**src/rtl/core/ipv4hv_pkg.sv**
```systemverilog
// ----------------------------------------------------------------------------
// ipv4hv_pkg
// types and constants shared by the ipv4 header validator modules
// ----------------------------------------------------------------------------
`default_nettype none

package ipv4hv_pkg;

    localparam int unsigned IDX_W      = 6;
    localparam int unsigned NOP_W      = 7;

    localparam logic [IDX_W-1:0] MIN_HDR_LEN   = 6'd20;
    localparam logic [IDX_W-1:0] POS_VERSION   = 6'd0;
    localparam logic [IDX_W-1:0] POS_TOTAL_LO  = 6'd3;
    localparam logic [IDX_W-1:0] POS_TTL       = 6'd8;
    localparam logic [3:0]       IP_VERSION    = 4'd4;
    localparam logic [15:0]      SUM_ALL_ONES  = 16'hFFFF;
    localparam logic [7:0]       OPT_TYPE_EOL  = 8'd0;
    localparam logic [7:0]       OPT_TYPE_NOP  = 8'd1;
    localparam logic [7:0]       OPT_MIN_LEN   = 8'd2;

    localparam logic CFG_CHECK_CHECKSUM = 1'b0;
    localparam logic CFG_CHECK_OPTIONS  = 1'b1;

    typedef enum logic [2:0] {
        STATUS_OK           = 3'd0,
        STATUS_BAD_VERSION  = 3'd1,
        STATUS_BAD_HDR_SIZE = 3'd2,
        STATUS_BAD_TOT_SIZE = 3'd3,
        STATUS_EXPIRED      = 3'd4,
        STATUS_BAD_CHECKSUM = 3'd5,
        STATUS_BAD_OPTIONS  = 3'd6
    } status_t;

    typedef enum logic [3:0] {
        OPT_EXPECT_TYPE = 4'b0001,
        OPT_EXPECT_LEN  = 4'b0010,
        OPT_END_SEEN    = 4'b0100,
        OPT_MALFORMED   = 4'b1000
    } opt_phase_t;

    typedef struct packed {
        logic [IDX_W-1:0] byte_index;
        logic [IDX_W-1:0] expected_length;
        status_t          first_error;
        logic [15:0]      sum;
        logic [7:0]       held_high_byte;
        logic [NOP_W-1:0] next_opt_pos;
        opt_phase_t       opt_phase;
    } hv_state_t;

endpackage

`default_nettype wire

```
**src/rtl/core/ipv4hv_step.sv**
```systemverilog
// ----------------------------------------------------------------------------
// ipv4hv_step
// next-state and status logic for one header byte
// ----------------------------------------------------------------------------
`default_nettype none

module ipv4hv_step (
    input  wire ipv4hv_pkg::hv_state_t cur,
    input  wire logic [7:0]            header_byte,
    input  wire logic                  first_byte,
    input  wire logic                  check_checksum,
    input  wire logic                  check_options,
    output ipv4hv_pkg::hv_state_t      nxt,
    output logic                       emit,
    output ipv4hv_pkg::status_t        status
);
    import ipv4hv_pkg::*;

    hv_state_t        base;
    logic             active;
    logic [IDX_W-1:0] p;
    logic [IDX_W-1:0] hl;
    status_t          code;
    logic [15:0]      word;
    logic [16:0]      sum17;
    logic [8:0]       opt_end;
    logic [IDX_W:0]   p_plus1;
    logic             final_byte;

    always_comb
    begin
        base = cur;
        if (first_byte)
        begin
            base.byte_index     = '0;
            base.first_error    = STATUS_OK;
            base.sum            = '0;
            base.held_high_byte = '0;
            base.next_opt_pos   = {1'b0, MIN_HDR_LEN};
            base.opt_phase      = OPT_EXPECT_TYPE;
        end
        active = first_byte || (cur.byte_index != '0);
        p      = base.byte_index;
        nxt    = base;
        hl     = {header_byte[3:0], 2'b00};
        code   = STATUS_OK;
        word   = {base.held_high_byte, header_byte};
        sum17  = {1'b0, base.sum} + {1'b0, word};
        opt_end = {2'b00, base.next_opt_pos} + {1'b0, header_byte};

        // field checks
        if (p == POS_VERSION)
        begin
            if (header_byte[7:4] != IP_VERSION)
                code = STATUS_BAD_VERSION;
            else if (hl < MIN_HDR_LEN)
                code = STATUS_BAD_HDR_SIZE;
            nxt.expected_length = (hl < MIN_HDR_LEN) ? MIN_HDR_LEN : hl;
        end
        else if (p == POS_TOTAL_LO)
        begin
            if (word < {10'd0, base.expected_length})
                code = STATUS_BAD_TOT_SIZE;
        end
        else if (p == POS_TTL)
        begin
            if (header_byte == 8'd0)
                code = STATUS_EXPIRED;
        end
        if (base.first_error == STATUS_OK)
            nxt.first_error = code;

        // ones-complement sum with end-around carry
        if (p[0])
            nxt.sum = sum17[15:0] + {15'd0, sum17[16]};
        else
            nxt.held_high_byte = header_byte;

        // option walk
        if (p >= MIN_HDR_LEN)
        begin
            case (base.opt_phase)
                OPT_EXPECT_TYPE:
                begin
                    if ({1'b0, p} == base.next_opt_pos)
                    begin
                        if (header_byte == OPT_TYPE_EOL)
                            nxt.opt_phase = OPT_END_SEEN;
                        else if (header_byte == OPT_TYPE_NOP)
                            nxt.next_opt_pos = {1'b0, p} + 7'd1;
                        else
                            nxt.opt_phase = OPT_EXPECT_LEN;
                    end
                end
                OPT_EXPECT_LEN:
                begin
                    if (header_byte < OPT_MIN_LEN
                        || opt_end > {3'd0, nxt.expected_length})
                        nxt.opt_phase = OPT_MALFORMED;
                    else
                    begin
                        nxt.next_opt_pos = opt_end[NOP_W-1:0];
                        nxt.opt_phase    = OPT_EXPECT_TYPE;
                    end
                end
                default:
                begin
                    nxt.opt_phase = base.opt_phase;
                end
            endcase
        end

        // end of header
        p_plus1    = {1'b0, p} + 7'd1;
        final_byte = p_plus1 >= {1'b0, nxt.expected_length};
        status     = nxt.first_error;
        if (status == STATUS_OK && check_checksum && nxt.sum != SUM_ALL_ONES)
            status = STATUS_BAD_CHECKSUM;
        if (status == STATUS_OK && check_options
            && (nxt.opt_phase == OPT_EXPECT_LEN || nxt.opt_phase == OPT_MALFORMED))
            status = STATUS_BAD_OPTIONS;
        nxt.byte_index = final_byte ? '0 : p_plus1[IDX_W-1:0];
        emit = active && final_byte;

        if (!active)
        begin
            nxt  = cur;
            emit = 1'b0;
        end
    end

endmodule

`default_nettype wire

```
**src/rtl/core/ipv4_header_validator_core.sv**
```systemverilog
// ----------------------------------------------------------------------------
// ipv4_header_validator_core
// validates an ipv4 header streamed one byte per transfer
// ----------------------------------------------------------------------------
// usage:
//   s_* carries header bytes in network order; tuser high marks byte 0 and
//   restarts the header. the block takes max(20, ihl*4) bytes and then sends
//   one status transfer on m_*: ok, bad version, bad header size, bad total
//   size, expired, bad checksum or malformed options.
//   cfg_* writes the two check enables (index 0 checksum, index 1 options);
//   write them only while no header is in flight. cfg_ready is always high.
// timing:
//   one byte per cycle sustained while the output is not stalled; each byte
//   goes through an input register and a single pass of update logic, and
//   the status is registered in the output register before it is on m_tvalid.
// reset:
//   rst_n low empties both registers, clears the walk state and sets both
//   check enables.
// stall:
//   with m_tready low and a status waiting, the input register holds its
//   byte and s_tready drops once it is full; nothing is lost.
// ----------------------------------------------------------------------------
`default_nettype none

module ipv4_header_validator_core (
    input  wire logic       clk,
    input  wire logic       rst_n,
    input  wire logic       s_tvalid,
    output logic            s_tready,
    input  wire logic [7:0] s_tdata,   // [7:0] header_byte
    input  wire logic       s_tuser,   // [0] first_byte
    output logic            m_tvalid,
    input  wire logic       m_tready,
    output logic [7:0]      m_tdata,   // [2:0] status, [7:3] zero
    input  wire logic       cfg_valid,
    output logic            cfg_ready,
    input  wire logic       cfg_index,
    input  wire logic       cfg_data
);
    import ipv4hv_pkg::*;

    logic      in_valid_reg;
    logic      in_valid_next;
    logic [7:0] in_byte_reg;
    logic      in_first_reg;
    hv_state_t state_reg;
    hv_state_t state_next;
    logic      out_valid_reg;
    logic      out_valid_next;
    status_t   out_status_reg;
    status_t   step_status;
    logic      step_emit;
    logic      check_checksum_reg;
    logic      check_options_reg;
    logic      advance;
    logic      fire;
    logic      s_fire;

    assign advance   = !out_valid_reg || m_tready;
    assign fire      = in_valid_reg && advance;
    assign s_tready  = !in_valid_reg || advance;
    assign s_fire    = s_tvalid && s_tready;
    assign cfg_ready = 1'b1;
    assign m_tvalid  = out_valid_reg;
    assign m_tdata   = {5'd0, out_status_reg};

    ipv4hv_step u_step (
        .cur            (state_reg),
        .header_byte    (in_byte_reg),
        .first_byte     (in_first_reg),
        .check_checksum (check_checksum_reg),
        .check_options  (check_options_reg),
        .nxt            (state_next),
        .emit           (step_emit),
        .status         (step_status)
    );

    always_comb
    begin
        in_valid_next = in_valid_reg;
        if (s_fire)
            in_valid_next = 1'b1;
        else if (fire)
            in_valid_next = 1'b0;
        out_valid_next = out_valid_reg;
        if (advance)
            out_valid_next = fire && step_emit;
    end

    always_ff @(posedge clk or negedge rst_n)
    begin
        if (!rst_n)
        begin
            in_valid_reg       <= 1'b0;
            out_valid_reg      <= 1'b0;
            state_reg          <= '{byte_index: '0, expected_length: '0,
                                    first_error: STATUS_OK, sum: '0,
                                    held_high_byte: '0, next_opt_pos: '0,
                                    opt_phase: OPT_EXPECT_TYPE};
            check_checksum_reg <= 1'b1;
            check_options_reg  <= 1'b1;
        end
        else
        begin
            in_valid_reg  <= in_valid_next;
            out_valid_reg <= out_valid_next;
            if (fire)
                state_reg <= state_next;
            if (cfg_valid && cfg_ready)
            begin
                if (cfg_index == CFG_CHECK_CHECKSUM)
                    check_checksum_reg <= cfg_data;
                else
                    check_options_reg <= cfg_data;
            end
        end
    end

    always_ff @(posedge clk)
    begin
        if (s_fire)
        begin
            in_byte_reg  <= s_tdata;
            in_first_reg <= s_tuser;
        end
        if (fire && step_emit)
            out_status_reg <= step_status;
    end

endmodule

`default_nettype wire
```
**config.mk**
```make
export PLATFORM = sky130hd
export DESIGN_NAME = ipv4_header_validator_core
export DESIGN_NICKNAME = d
export VERILOG_FILES = /design/src/rtl/core/ipv4hv_pkg.sv /design/src/rtl/core/ipv4hv_step.sv /design/src/rtl/core/ipv4_header_validator_core.sv
export SDC_FILE = /design/constraint.sdc
export NUM_CORES = 1
export LEC_CHECK = 0
export BUFFER_PORTS_ARGS = -buffer_cell sky130_fd_sc_hd__buf_2
export CORE_MARGIN = 2
export CORE_UTILIZATION = 30
export CTS_BUF_LIST = sky130_fd_sc_hd__clkbuf_4 sky130_fd_sc_hd__clkbuf_8
export DETAILED_ROUTE_END_ITERATION = 6
export PLACE_DENSITY = 0.45
export SETUP_SLACK_MARGIN = 0.15
export SLEW_MARGIN = 0
export SYNTH_ARGS = -nofsm -noshare
export SYNTH_HDL_FRONTEND = slang
export SYNTH_SLANG_ARGS = --single-unit
```
**constraint.sdc**
```tcl
create_clock -name clk -period 6.9 [get_ports clk]
set_input_delay 0.69 -clock clk [delete_from_list [all_inputs] [get_ports clk]]
set_output_delay 0.69 -clock clk [all_outputs]
set_load 0.01 [all_outputs]
```
After elaboration in Yosys (flattened, before gate mapping) --
Index checks and enable logic that the tools add are counted.
Operators by class: reductions and logical operators 25, add/subtract/negate cells 4, muxes and demuxes 29, equal/unequal tests 10, magnitude comparators 6, bitwise gates (word level) 1
Operator list (count):
- 38-bit 2-to-1 mux | 1
- 6-bit 2-to-1 mux | 4
- 11-bit 2-to-1 mux | 2
- 3-bit 2-to-1 mux | 7
- 7-bit 2-to-1 mux | 3
- 16-bit by 16-bit adder with 17-bit output | 1
- 16-bit by 1-bit adder with 16-bit output | 1
- 16-bit by 6-bit less-than comparator with 1-bit output | 1
- 16-bit 2-to-1 mux | 1
- 16-bit inequality test (second input constant) | 1
- 7-bit one-hot mux with 2 select lines | 1
- 4-bit 2-to-1 mux | 3
- 7-bit by 8-bit adder with 9-bit output | 1
- 9-bit by 6-bit greater-than comparator with 1-bit output | 1
- 3-bit logical NOT | 3
- 4-bit by 2-bit equality test with 1-bit output (second input constant) | 2
- 8-bit by 1-bit equality test with 1-bit output (second input constant) | 1
- 1-bit logical AND | 8
- 8-bit logical NOT | 1
- 8-bit by 2-bit less-than comparator with 1-bit output (second input constant) | 1
- 8-bit 2-to-1 mux | 1
- 4-bit one-hot mux with 2 select lines | 1
- 6-bit by 1-bit adder with 7-bit output (second input constant) | 1
- 6-bit by 7-bit equality test with 1-bit output | 1
- other kinds (17) | 27
Storage, ports and cells: word-level logic and storage cells 89, bits in registers 66

Depth between registers and ports, before layout --
Gate-level depths: netlist of the first run.
depth after elaboration 13, depth in mapped cells 28, gate-level depth less buffers 22

Hierarchy --
A second synthesis of the first run with hierarchy kept.
Unflattened totals: cell total of the unflattened synthesis 661, area, all modules 6237.2 µm²
Modules (own cells, without submodules):
- ipv4hv_step | sequential area each 0.0 µm², area an instance 3570.9 µm², cells an instance 519, instances 1
- ipv4_header_validator_core | sequential area each 1715.4 µm², area an instance 2666.3 µm², cells an instance 142, instances 1

Worst setup path after synthesis of the first run --
Ideal clock, no wire load.
path type flip-flop to flip-flop, start register in_first_reg, end register out_status_reg[0], data pin, stages on the path, launching flop included 28, path slack 0.734 ns, data arrival time 5.896 ns, buffers on the path 6, clock period less this slack 6.166 ns, path through edfxtp_1 -> buf_6 -> clkbuf_8 -> clkbuf_8 -> clkbuf_1 -> clkbuf_1 -> clkbuf_1 -> nor2b_1 -> ha_1 -> fa_1 -> a21o_1 -> maj3_2 -> o21ai_2 -> a211oi_1 -> o21ai_0 -> a21oi_1 -> o21ai_0 -> nand2b_1 -> ha_1 -> ha_1 -> nand3_1 -> xor2_1 -> mux2_2 -> a221oi_1 -> o211ai_1 -> or4b_1 -> nor4_2 -> o21ai_1
Between the ends: longest elaborated chain between the ends 13
RTL lines:
- from (decl) | RTL line ipv4_header_validator_core.sv:45 | logic in_first_reg;
- from (signal assigned) | RTL line ipv4_header_validator_core.sv:124 | in_first_reg <= s_tuser;
- branches (longest 13 deep; another with 16-bit by 16-bit adder with 17-bit output)
- to (signal assigned) | RTL line ipv4_header_validator_core.sv:127 | out_status_reg <= step_status;
- to (decl) | RTL line ipv4_header_validator_core.sv:50 | status_t out_status_reg;
Several ways; the timed one is not identified. A chain may end at the register's enable or synchronous reset.

Final worst setup path of the first run --
Ends and elaborated chain as after synthesis.

==> impl_metrics.tcl, run 1 <==
set metrics [dict create \
    wl_mm 18.83 \
    max_freq_mhz 166.8 \
    synth-adder-area-share_pct 8.509 \
    crit_family "compound AO/OA/AOI/OAI gates" \
    yosys_warnings 0 \
    fin_crit_ps 5996 \
    seq_area_frac_synth_pct 27.19 \
    coreArea_sq_um 20820 \
    initial_core_util_pct 30.30 \
    pre_cts_slack_ps 905.8 \
    drt-pass1-iter-count 4 \
    cts_buffers 9 \
    max-cap-violations 0 \
    hold_viol 0 \
    antenna_found_initial 0 \
    clock_path_buffers 2 \
    die_w_um 149.0 \
    viasPerCell 5.446 \
    p_per_area_nw_per_um2 310.2 \
    total_power_w 0.002110 \
    critical_path_buf_inv_count 1 \
    synthFlopType "dfrtp_1" \
    drtAntennaViolNets 0 \
    ir_drop_mv 0.1093 \
    dieArea_sq_um 22200 \
    critPathCaptureType "flop" \
    insertedDiodeCount 0 \
    status "finished clean" \
    drt_iter0_markers 351 \
    gr-total-overflow 0 \
    synth_top_area_share_pct 20.23 \
    crit_fanout 78 \
    synth_compound_area_share_pct 22.87 \
    fin_skew_ps 13.98 \
    cts_tree "yes" \
    largest_reg_flops 50 \
    synth-xor-area-share_pct 5.772 \
    crit_arrival_ps 6110 \
    worstPathCellList "buf_12 -> nor2b_1 -> ha_1 -> fa_1 -> a21o_1 -> maj3_2 -> o21ai_2 -> a211oi_1 -> o21ai_0 -> a21oi_1 -> o21ai_0 -> nand2b_1 -> ha_1 -> ha_1 -> nand3_1 -> xor2_1 -> mux2_2 -> a221oi_1 -> o211ai_1 -> or4b_1 -> nor4_2 -> o21ai_1" \
    grt_max_degree 79 \
    synth_area_leaders "dfrtp_1, ha_1, edfxtp_1" \
    hold_buffers 0 \
    grt_use_total_pct 17.43 \
    finalCritPeriodShare_pct 86.89 \
    startpoint_type "flop" \
    syn_inst 757 \
    slew_violations 0 \
    synth_top_family_by_area "simple AND/OR/NAND/NOR gates" \
    rsz0062_at_grt "false" \
    async_flop_share_pct 81.82 \
    crit_type "reg -> reg" \
    cts_setup_buffers 0 \
    yosys.area.top_type "dfrtp_1" \
    tns_ps 0 \
    cts.clk_slew.worst_paths_ps 90 \
    design.portCount 27 \
    die_y_um 149.0 \
    hpwl_mm 14.03 \
    post_drt_wl_per_cell_um 18.20 \
    rows 53 \
    cts-resized-gates 0 \
    clk_latency_ps 380 \
    ys_seq_elements 66 \
    muxShareOfSynthArea_pct 2.797 \
    relSlewSlack_pct 22.67 \
    drive_gt1_share_pct 13.68 \
    grt_pass1_vias 5571 \
    netlist_area_sq_um 6309 \
    setup_ws_ps 904.4 \
    max_slew.worst_pin.slew_ps 1160 \
    yosysMostFrequentCell "nand2_1" \
    fillers 2200 \
    port_buffers 20 \
    cts_max_level 3 \
    grt_pass1_wl_mm 30.16 \
    p_leak_nw 2.748 \
    hold_path.class "in -> async" \
    drc 0 \
    yosys.area_share.simple_pct 25.66 \
    globalplace.congestion 0.9212 \
    vias 5637 \
    area_delta_synth_final_pct 7.814 \
    cts.sinks 66 \
    crit_path_top_delay_cell "or4b_1" \
    critPathMostFrequentCell "ha_1" \
    synth_cell_type_count 102 \
    cp_data_required_time_ps 7020 \
    synth_commonest_cells "nand2_1, o21ai_0, dfrtp_1, nor2_1, ha_1" \
    cts_root_buf "clkbuf_8" \
    synth.avg_cell_area_sq_um 8.334 \
    synth_edf_count 12 \
    nNetsFinal 811 \
    slowest_delay_ps 560 \
    finalSetupViolCount 0 \
]
[power by group]
| group | internal, W | switching, W | leakage, nW | total [W] |
|---|---|---|---|---|
| Sequential | 0.000497 | 0.000133 | 0.800 | 0.000630 |
| Clock | 0.000243 | 0.000179 | 0.124 | 0.000422 |
| Combinational | 0.000417 | 0.000640 | 1.82 | 0.00106 |
| Total | 0.00116 | 0.000952 | 2.75 | 0.00211 |
[area by class of cell]
type / instances / area, sq um / share of cell area (%)
Inverter: 33 / 140.1 / 2.060
Sequential cell: 66 / 1715 / 25.22
Clock inverter: 7 / 125.1 / 1.840
Clock buffer: 9 / 123.9 / 1.821
Timing Repair Buffer: 30 / 187.7 / 2.759
Tap cell: 275 / 344.1 / 5.059
Multi-Input combinational cell: 615 / 4165 / 61.24
[worst reg2reg max path, delay by kind of cell, from the launching register on]
kind            cells  cell delay (ps)
simple gates        5             1240
buf+inv             1              330
fa+ha+maj           5             1500
compound gates      9             1730
xor+xnor            1              210
flops               1              380
mux                 1              360
[placed cells by master (no fill, tap or decap), types with 10 or more instances in the layout]
cell type  synthesis  routed
nand4_1           11      11
mux2_2            12      12
nor2b_1           29      29
xor2_1            14      14
buf_2              4      20
nand2_1           90      90
a21o_1            12      12
xnor2_1           18      18
nand3_1           18      18
edfxtp_1          12      12
dfrtp_1           51      51
o21ai_0           53      53
nor3_1            29      29
a22oi_1           11      11
a21oi_1           37      36
nand2b_1          11      11
ha_1              38      38
nor2_1            42      42
inv_1             31      31
o21a_1            10      10
[metrics by stage]
step	area (sq um)	hold WS, ps	std cells	util [%]
6_report	6802	447.3	1035	32.66
5_1_grt	6802	472.0	1035	32.66
4_1_cts	6802	468.1	1035	32.66
3_5_place_dp	6553	458.4	1019	31.47
3_3_place_gp	6553	455.1	1019	31.47
2_1_floorplan	6324	394.4	761	-
[cells by family (layout without fill, tap and decap cells)]
family / Yosys count / count (layout)
mux: 16 / 16
xor+xnor: 36 / 36
other cells: 2 / 6
fa+ha+maj: 42 / 42
simple gates: 302 / 302
compound gates: 213 / 213
flops: 66 / 66
buf+inv: 80 / 79
[final timing paths]
path,depth (start not counted),start,slack (ps),to
max,22,in_first_reg,900,out_status_reg[0]
min,2,rst_n,450,state_reg[32]
max reg2reg,22,in_first_reg,900,out_status_reg[0]
min reg2reg,2,state_reg[27],490,state_reg[27]
max in group asynchronous,2,rst_n,5930,state_reg[27]
min in group clk,1,s_tdata[2],480,in_byte_reg[2]
[routing by layer]
metal  GRT usage, %  vias to the layer above  routed length (um)
met5              0                        -                   0
met4          6.524                        0                 421
met3          2.416                       29                 563
met2          29.63                      114                9277
met1          22.50                     2740                8569
li1               -                     2754                   -
Note: power is estimated with default switching activity, not from simulation.
==> run 2: changes to the inputs <==
--- a/config.mk
+++ b/config.mk
@@ -10,6 +10,7 @@
 export CORE_UTILIZATION = 30
 export CTS_BUF_LIST = sky130_fd_sc_hd__clkbuf_4 sky130_fd_sc_hd__clkbuf_8
 export DETAILED_ROUTE_END_ITERATION = 6
+export MAX_ROUTING_LAYER = met4
 export PLACE_DENSITY = 0.45
 export SETUP_SLACK_MARGIN = 0.15
 export SLEW_MARGIN = 0
==> run 2 against run 1 <==
Effect of this change: count of clock-buffer cells in the layout is the same; setup slack gained 160 ps; via count grew 2.0%; total power grew 0.29%; largest cell class unchanged.
==> impl_metrics.tcl, run 2 (synthesized netlist as in run 1, its figures left out) <==
set metrics [dict create \
    initial_core_util_pct 30.30 \
    drc 0 \
    area_delta_synth_final_pct 7.735 \
    critical_path_buf_inv_count 1 \
    drtAntennaViolNets 0 \
    rrSetupSlack_ps 1070 \
    p_sw_w 0.0009587 \
    clk_latency_ps 380 \
    placed_area_sq_um 6548 \
    grtUsageMet2_pct 31.06 \
    fin_skew_ps 18.77 \
    holdWs_ps 476.5 \
    cp.depth 21 \
    grt_use_total_pct 18.37 \
    drt_iter0_markers 376 \
    relSlewSlack_pct 23.36 \
    rr_startpoint "in_first_reg" \
    hpwl_mm 14.30 \
    p_per_area_nw_per_um2 311.3 \
    reg2reg_to "out_status_reg[0]" \
    hold_path.class "in -> async" \
    crit_fanout 25 \
    grt_max_degree 55 \
    reg2reg_depth 21 \
    vias 5748 \
    hold_buffers 0 \
    insertedDiodeCount 0 \
    use_met1_pct 22.87 \
    grt_pass1_vias 5535 \
    crit_arrival_ps 5950 \
    hold_viol 0 \
    port_buffers 20 \
    stdcell_area_sq_um 6797 \
    drt-pass1-iter-count 7 \
    tns_ps 0 \
    clock_path_buffers 2 \
    p_comb_share_pct 50.1 \
    worstPathCellList "buf_4 -> nor2b_1 -> ha_1 -> and4b_1 -> a311o_1 -> nor3_1 -> a211oi_1 -> o21ai_0 -> a21oi_1 -> o21ai_0 -> nand2b_1 -> ha_1 -> ha_1 -> nand3_1 -> xor2_1 -> mux2_2 -> a221oi_1 -> o211ai_1 -> or4b_1 -> nor4_2 -> o21ai_1" \
    wl_mm 19.23 \
    viasPerCell 5.548 \
    crit_path_top_delay_cell "or4b_1" \
    max-cap-violations 0 \
    finalCritPeriodShare_pct 84.53 \
    cp-startpoint "in_first_reg" \
    status "finished clean" \
    cts_setup_buffers 0 \
    setup_ws_ps 1068 \
    cts_tree "yes" \
    p_leak_nw 2.748 \
    post_drt_wl_per_cell_um 18.56 \
    power.share.sequential_pct 30.0 \
    total_power_w 0.002116 \
    die_y_um 149.0 \
    critPathCaptureType "flop" \
    cts_root_buf "clkbuf_8" \
    drive_gt1_share_pct 13.80 \
    grt_pass1_wl_mm 30.70 \
    coreArea_sq_um 20820 \
    gr-total-overflow 0 \
    ir_drop_mv 0.1554 \
    cts.sinks 66 \
    cts-resized-gates 0 \
    use_met3_pct 3.058 \
    fin_crit_ps 5832 \
    startpoint_type "flop" \
    rows 53 \
    sw_frac_of_total_pct 45.31 \
    pre_cts_slack_ps 1035 \
    die_w_um 149.0 \
    cts_buffers 9 \
    design.portCount 27 \
    crit_type "reg -> reg" \
    antenna_found_initial 0 \
    critPathMostFrequentCell "ha_1" \
    largest_reg_flops 50 \
    finalSetupViolCount 0 \
    cts_max_level 3 \
    max_freq_mhz 171.5 \
    slowest_delay_ps 560 \
    nNetsFinal 812 \
    max_slew.worst_pin.slew_ps 1150 \
    final_cell_mix "nand2_1, o21ai_0, dfrtp_1" \
    slew_violations 0 \
    crit_family "compound AO/OA/AOI/OAI gates" \
    p_int_w 0.001157 \
    cts.clk_slew.worst_paths_ps 90 \
    grt_busiest_layer "met2" \
    critPathCapture "out_status_reg[0]" \
    p_clk_share_pct 19.9 \
    cp_data_required_time_ps 7020 \
    mostFrequentLayoutCell "nand2_1" \
    rsz0062_at_grt "false" \
    globalplace.congestion 0.8795 \
    dieArea_sq_um 22200 \
]
run 2: worst min path at each step:
stage	start	endpoint	slack, ps
after global routing	s_tdata[4]	in_byte_reg[4]	460
final	rst_n	state_reg[28]	480
after CTS	s_tdata[2]	in_byte_reg[2]	470
after global placement	state_reg[27]	state_reg[27]	450
after floorplan	rst_n	in_valid_reg	390
after detailed placement	state_reg[27]	state_reg[27]	460
run 2: metrics by stage:
step           cells  utilization, %
2_1_floorplan    761               -
3_3_place_gp    1020           31.44
3_5_place_dp    1020           31.44
4_1_cts         1036           32.64
5_1_grt         1036           32.64
6_report        1036           32.64
run 2: area by class of cell:
type	instances	area [sq um]
multi-input combinational	615	4165
inverter	33	140.1
clock buffer	9	123.9
timing repair buffer	31	182.7
tap	275	344.1
fill	2246	14030
clock inverter	7	125.1
sequential	66	1715
run 2: metal layers:
layer,share of wire [%],wire length [um]
met1,45,8587
met2,50,9550
met3,4.0,766
met4,1.7,324
met5,0,0
run 2: power groups by stage:
stage	Sequential [W]	Combinational (W)	Clock (W)
after global routing	0.000652	0.00118	0.000451
after CTS	0.000634	0.00105	0.000430
final	0.000634	0.00106	0.000421
after detailed placement	0.000642	0.00105	0
after global placement	0.000636	0.00104	0
after floorplan	0.000566	0.000851	0
==> run 3: changes to the inputs <==
==> constraint.sdc (replaced) <==
create_clock -name clk -period 5.7 [get_ports clk]
set_input_delay 0.57 -clock clk [delete_from_list [all_inputs] [get_ports clk]]
set_output_delay 0.57 -clock clk [all_outputs]
set_load 0.01 [all_outputs]
==> run 3 against run 2 <==
Effect of this change: sequential power up 18%; routed wire length up 0.19%; sequential share of layout area down 0.53 points; total power up 20%; setup slack worse by 530 ps; final cell count up 1.7%; die area unchanged; non-clock buffer count up 18; critical path type unchanged.
==> impl_metrics.tcl, run 3 (synthesized netlist as in run 1, its figures left out) <==
set metrics [dict create \
    status "finished clean" \
    hold_buffers 0 \
    drc 0 \
    drt-met1-wl_mm 9.097 \
    rows 53 \
    drt_iter0_markers 398 \
    clk_latency_ps 360 \
    max-cap-violations 0 \
    crit_fanout 10 \
    rrSetupSlack_ps 540 \
    rsz0062_at_grt "false" \
    slew_violations 0 \
    crit_type "reg -> reg" \
    placed_area_sq_um 6689 \
    p_leak_nw 2.823 \
    pre_cts_slack_ps 154.3 \
    final_util_pct 33.34 \
    fillers 2219 \
    drive_gt1_share_pct 16.69 \
    grt_use_total_pct 18.58 \
    coreArea_sq_um 20820 \
    stdcell_area_sq_um 6943 \
    worstPathCellList "buf_4 -> nor2b_1 -> ha_2 -> and4b_1 -> a311o_1 -> nor3_2 -> a211oi_2 -> o21ai_0 -> a21oi_1 -> o21ai_2 -> nand2b_1 -> ha_1 -> ha_1 -> nand3_1 -> xor2_1 -> mux2_2 -> a221oi_2 -> o211ai_1 -> or4b_4 -> nor4_4 -> o21ai_1" \
    viasPerCell 5.420 \
    nNetsFinal 830 \
    cts.sinks 66 \
    grt_pass1_wl_mm 31.02 \
    max_freq_mhz 193.7 \
    slowest_delay_ps 580 \
    setup_ws_ps 536.4 \
    area_delta_synth_final_pct 10.06 \
    mostFrequentLayoutCell "nand2_1" \
    port_buffers 20 \
    ir_drop_mv 0.1385 \
    globalplace.congestion 0.8817 \
    reg2reg_depth 21 \
    startpoint_type "flop" \
    highest_layer "met4" \
    tns_ps 0 \
    cp-startpoint "in_first_reg" \
    fin_crit_ps 5164 \
    wl_met3_um 494 \
    dieArea_sq_um 22200 \
    gr-total-overflow 0 \
    crit_arrival_ps 5270 \
    design.portCount 27 \
    p_per_area_nw_per_um2 366.9 \
    grt_pass1_vias 5596 \
    wl_mm 19.27 \
    post_drt_wl_per_cell_um 18.28 \
    fin_skew_ps 11.71 \
    clock_path_buffers 2 \
    vias 5713 \
    critPathCaptureType "flop" \
    cts.clk_slew.worst_paths_ps 80 \
    drtAntennaViolNets 0 \
    initial_core_util_pct 30.30 \
    cp_data_required_time_ps 5810 \
    cts_tree "yes" \
    max_slew.worst_pin.slew_ps 867.2 \
    cts_root_buf "clkbuf_8" \
    final_cell_mix "nand2_1, o21ai_0, dfrtp_1" \
    die_w_um 149.0 \
    hold_path.class "in -> async" \
    reg2reg_to "out_status_reg[0]" \
    die_y_um 149.0 \
    finalSetupViolCount 0 \
    cts_buffers 9 \
    antenna_found_initial 0 \
    rr_startpoint "in_first_reg" \
    crit_path_top_delay_cell "or4b_4" \
    relSlewSlack_pct 41.58 \
    finalCritPeriodShare_pct 90.59 \
    largest_reg_flops 50 \
    grt_max_degree 55 \
    hpwl_mm 14.91 \
    hold_viol 0 \
    critPathMostFrequentCell "ha_1" \
    drt-pass1-iter-count 5 \
    cts_max_level 3 \
    dr_wl_met2_mm 9.255 \
    insertedDiodeCount 0 \
]
[run 3: metrics by stage]
step                      hold slack [ps]  instances  power [W]
after floorplan                     274.4        761   0.001724
after global placement              451.1       1036   0.002070
after detailed placement            455.2       1036   0.002089
after CTS                           362.4       1054   0.002552
after global routing                351.7       1054   0.002767
final                               342.7       1054   0.002547
[run 3: how the worst max path moves through the flow]
| stage | slack [ps] | cells after the start | end |
|---|---|---|---|
| floorplan | 170 | 27 | out_status_reg[0] |
| global placement | 220 | 21 | out_status_reg[0] |
| detailed placement | 150 | 21 | out_status_reg[2] |
| CTS | 240 | 21 | out_status_reg[2] |
| global route | 190 | 21 | out_status_reg[0] |
| finish | 540 | 21 | out_status_reg[0] |
[run 3: final cells by class]
| cell class | instances | area, sq um | share of cell area, % |
|---|---|---|---|
| inverter | 33 | 140.1 | 2.018 |
| sequential | 66 | 1715 | 24.71 |
| clock inverter | 6 | 80.08 | 1.153 |
| multi-input combinational | 615 | 4208 | 60.61 |
| tap | 275 | 344.1 | 4.956 |
| timing repair buffer | 49 | 317.8 | 4.577 |
| clock buffer | 10 | 137.6 | 1.982 |
[run 3: worst max-delay path: cells and delay by family (launching register included)]
kind / cells / cell delay [ps]
flops: 1 / 380
xor+xnor: 1 / 200
buf+inv: 1 / 190
compound gates: 8 / 1420
mux: 1 / 370
fa+ha+maj: 3 / 780
simple gates: 7 / 1560
[run 3: metal layers]
metal / vias up / track usage (%)
met4: 0 / 5.905
met1: 2791 / 24.21
met5: - / -
li1: 2792 / -
met3: 22 / 2.661
met2: 108 / 29.86
[run 3: where the power goes]
group,internal (W),switching [W]
clock network,0.000255,0.000195
registers,0.000603,0.000145
logic,0.000538,0.000812
total,0.00139,0.00115
[run 3: what timing repair did]
item	4_1_cts	5_1_grt
setup endpoints to repair	2	3
endpoints found under the hold margin	0	0
pin swaps	0	0
buffers inserted	2	0
resized for setup	0	6
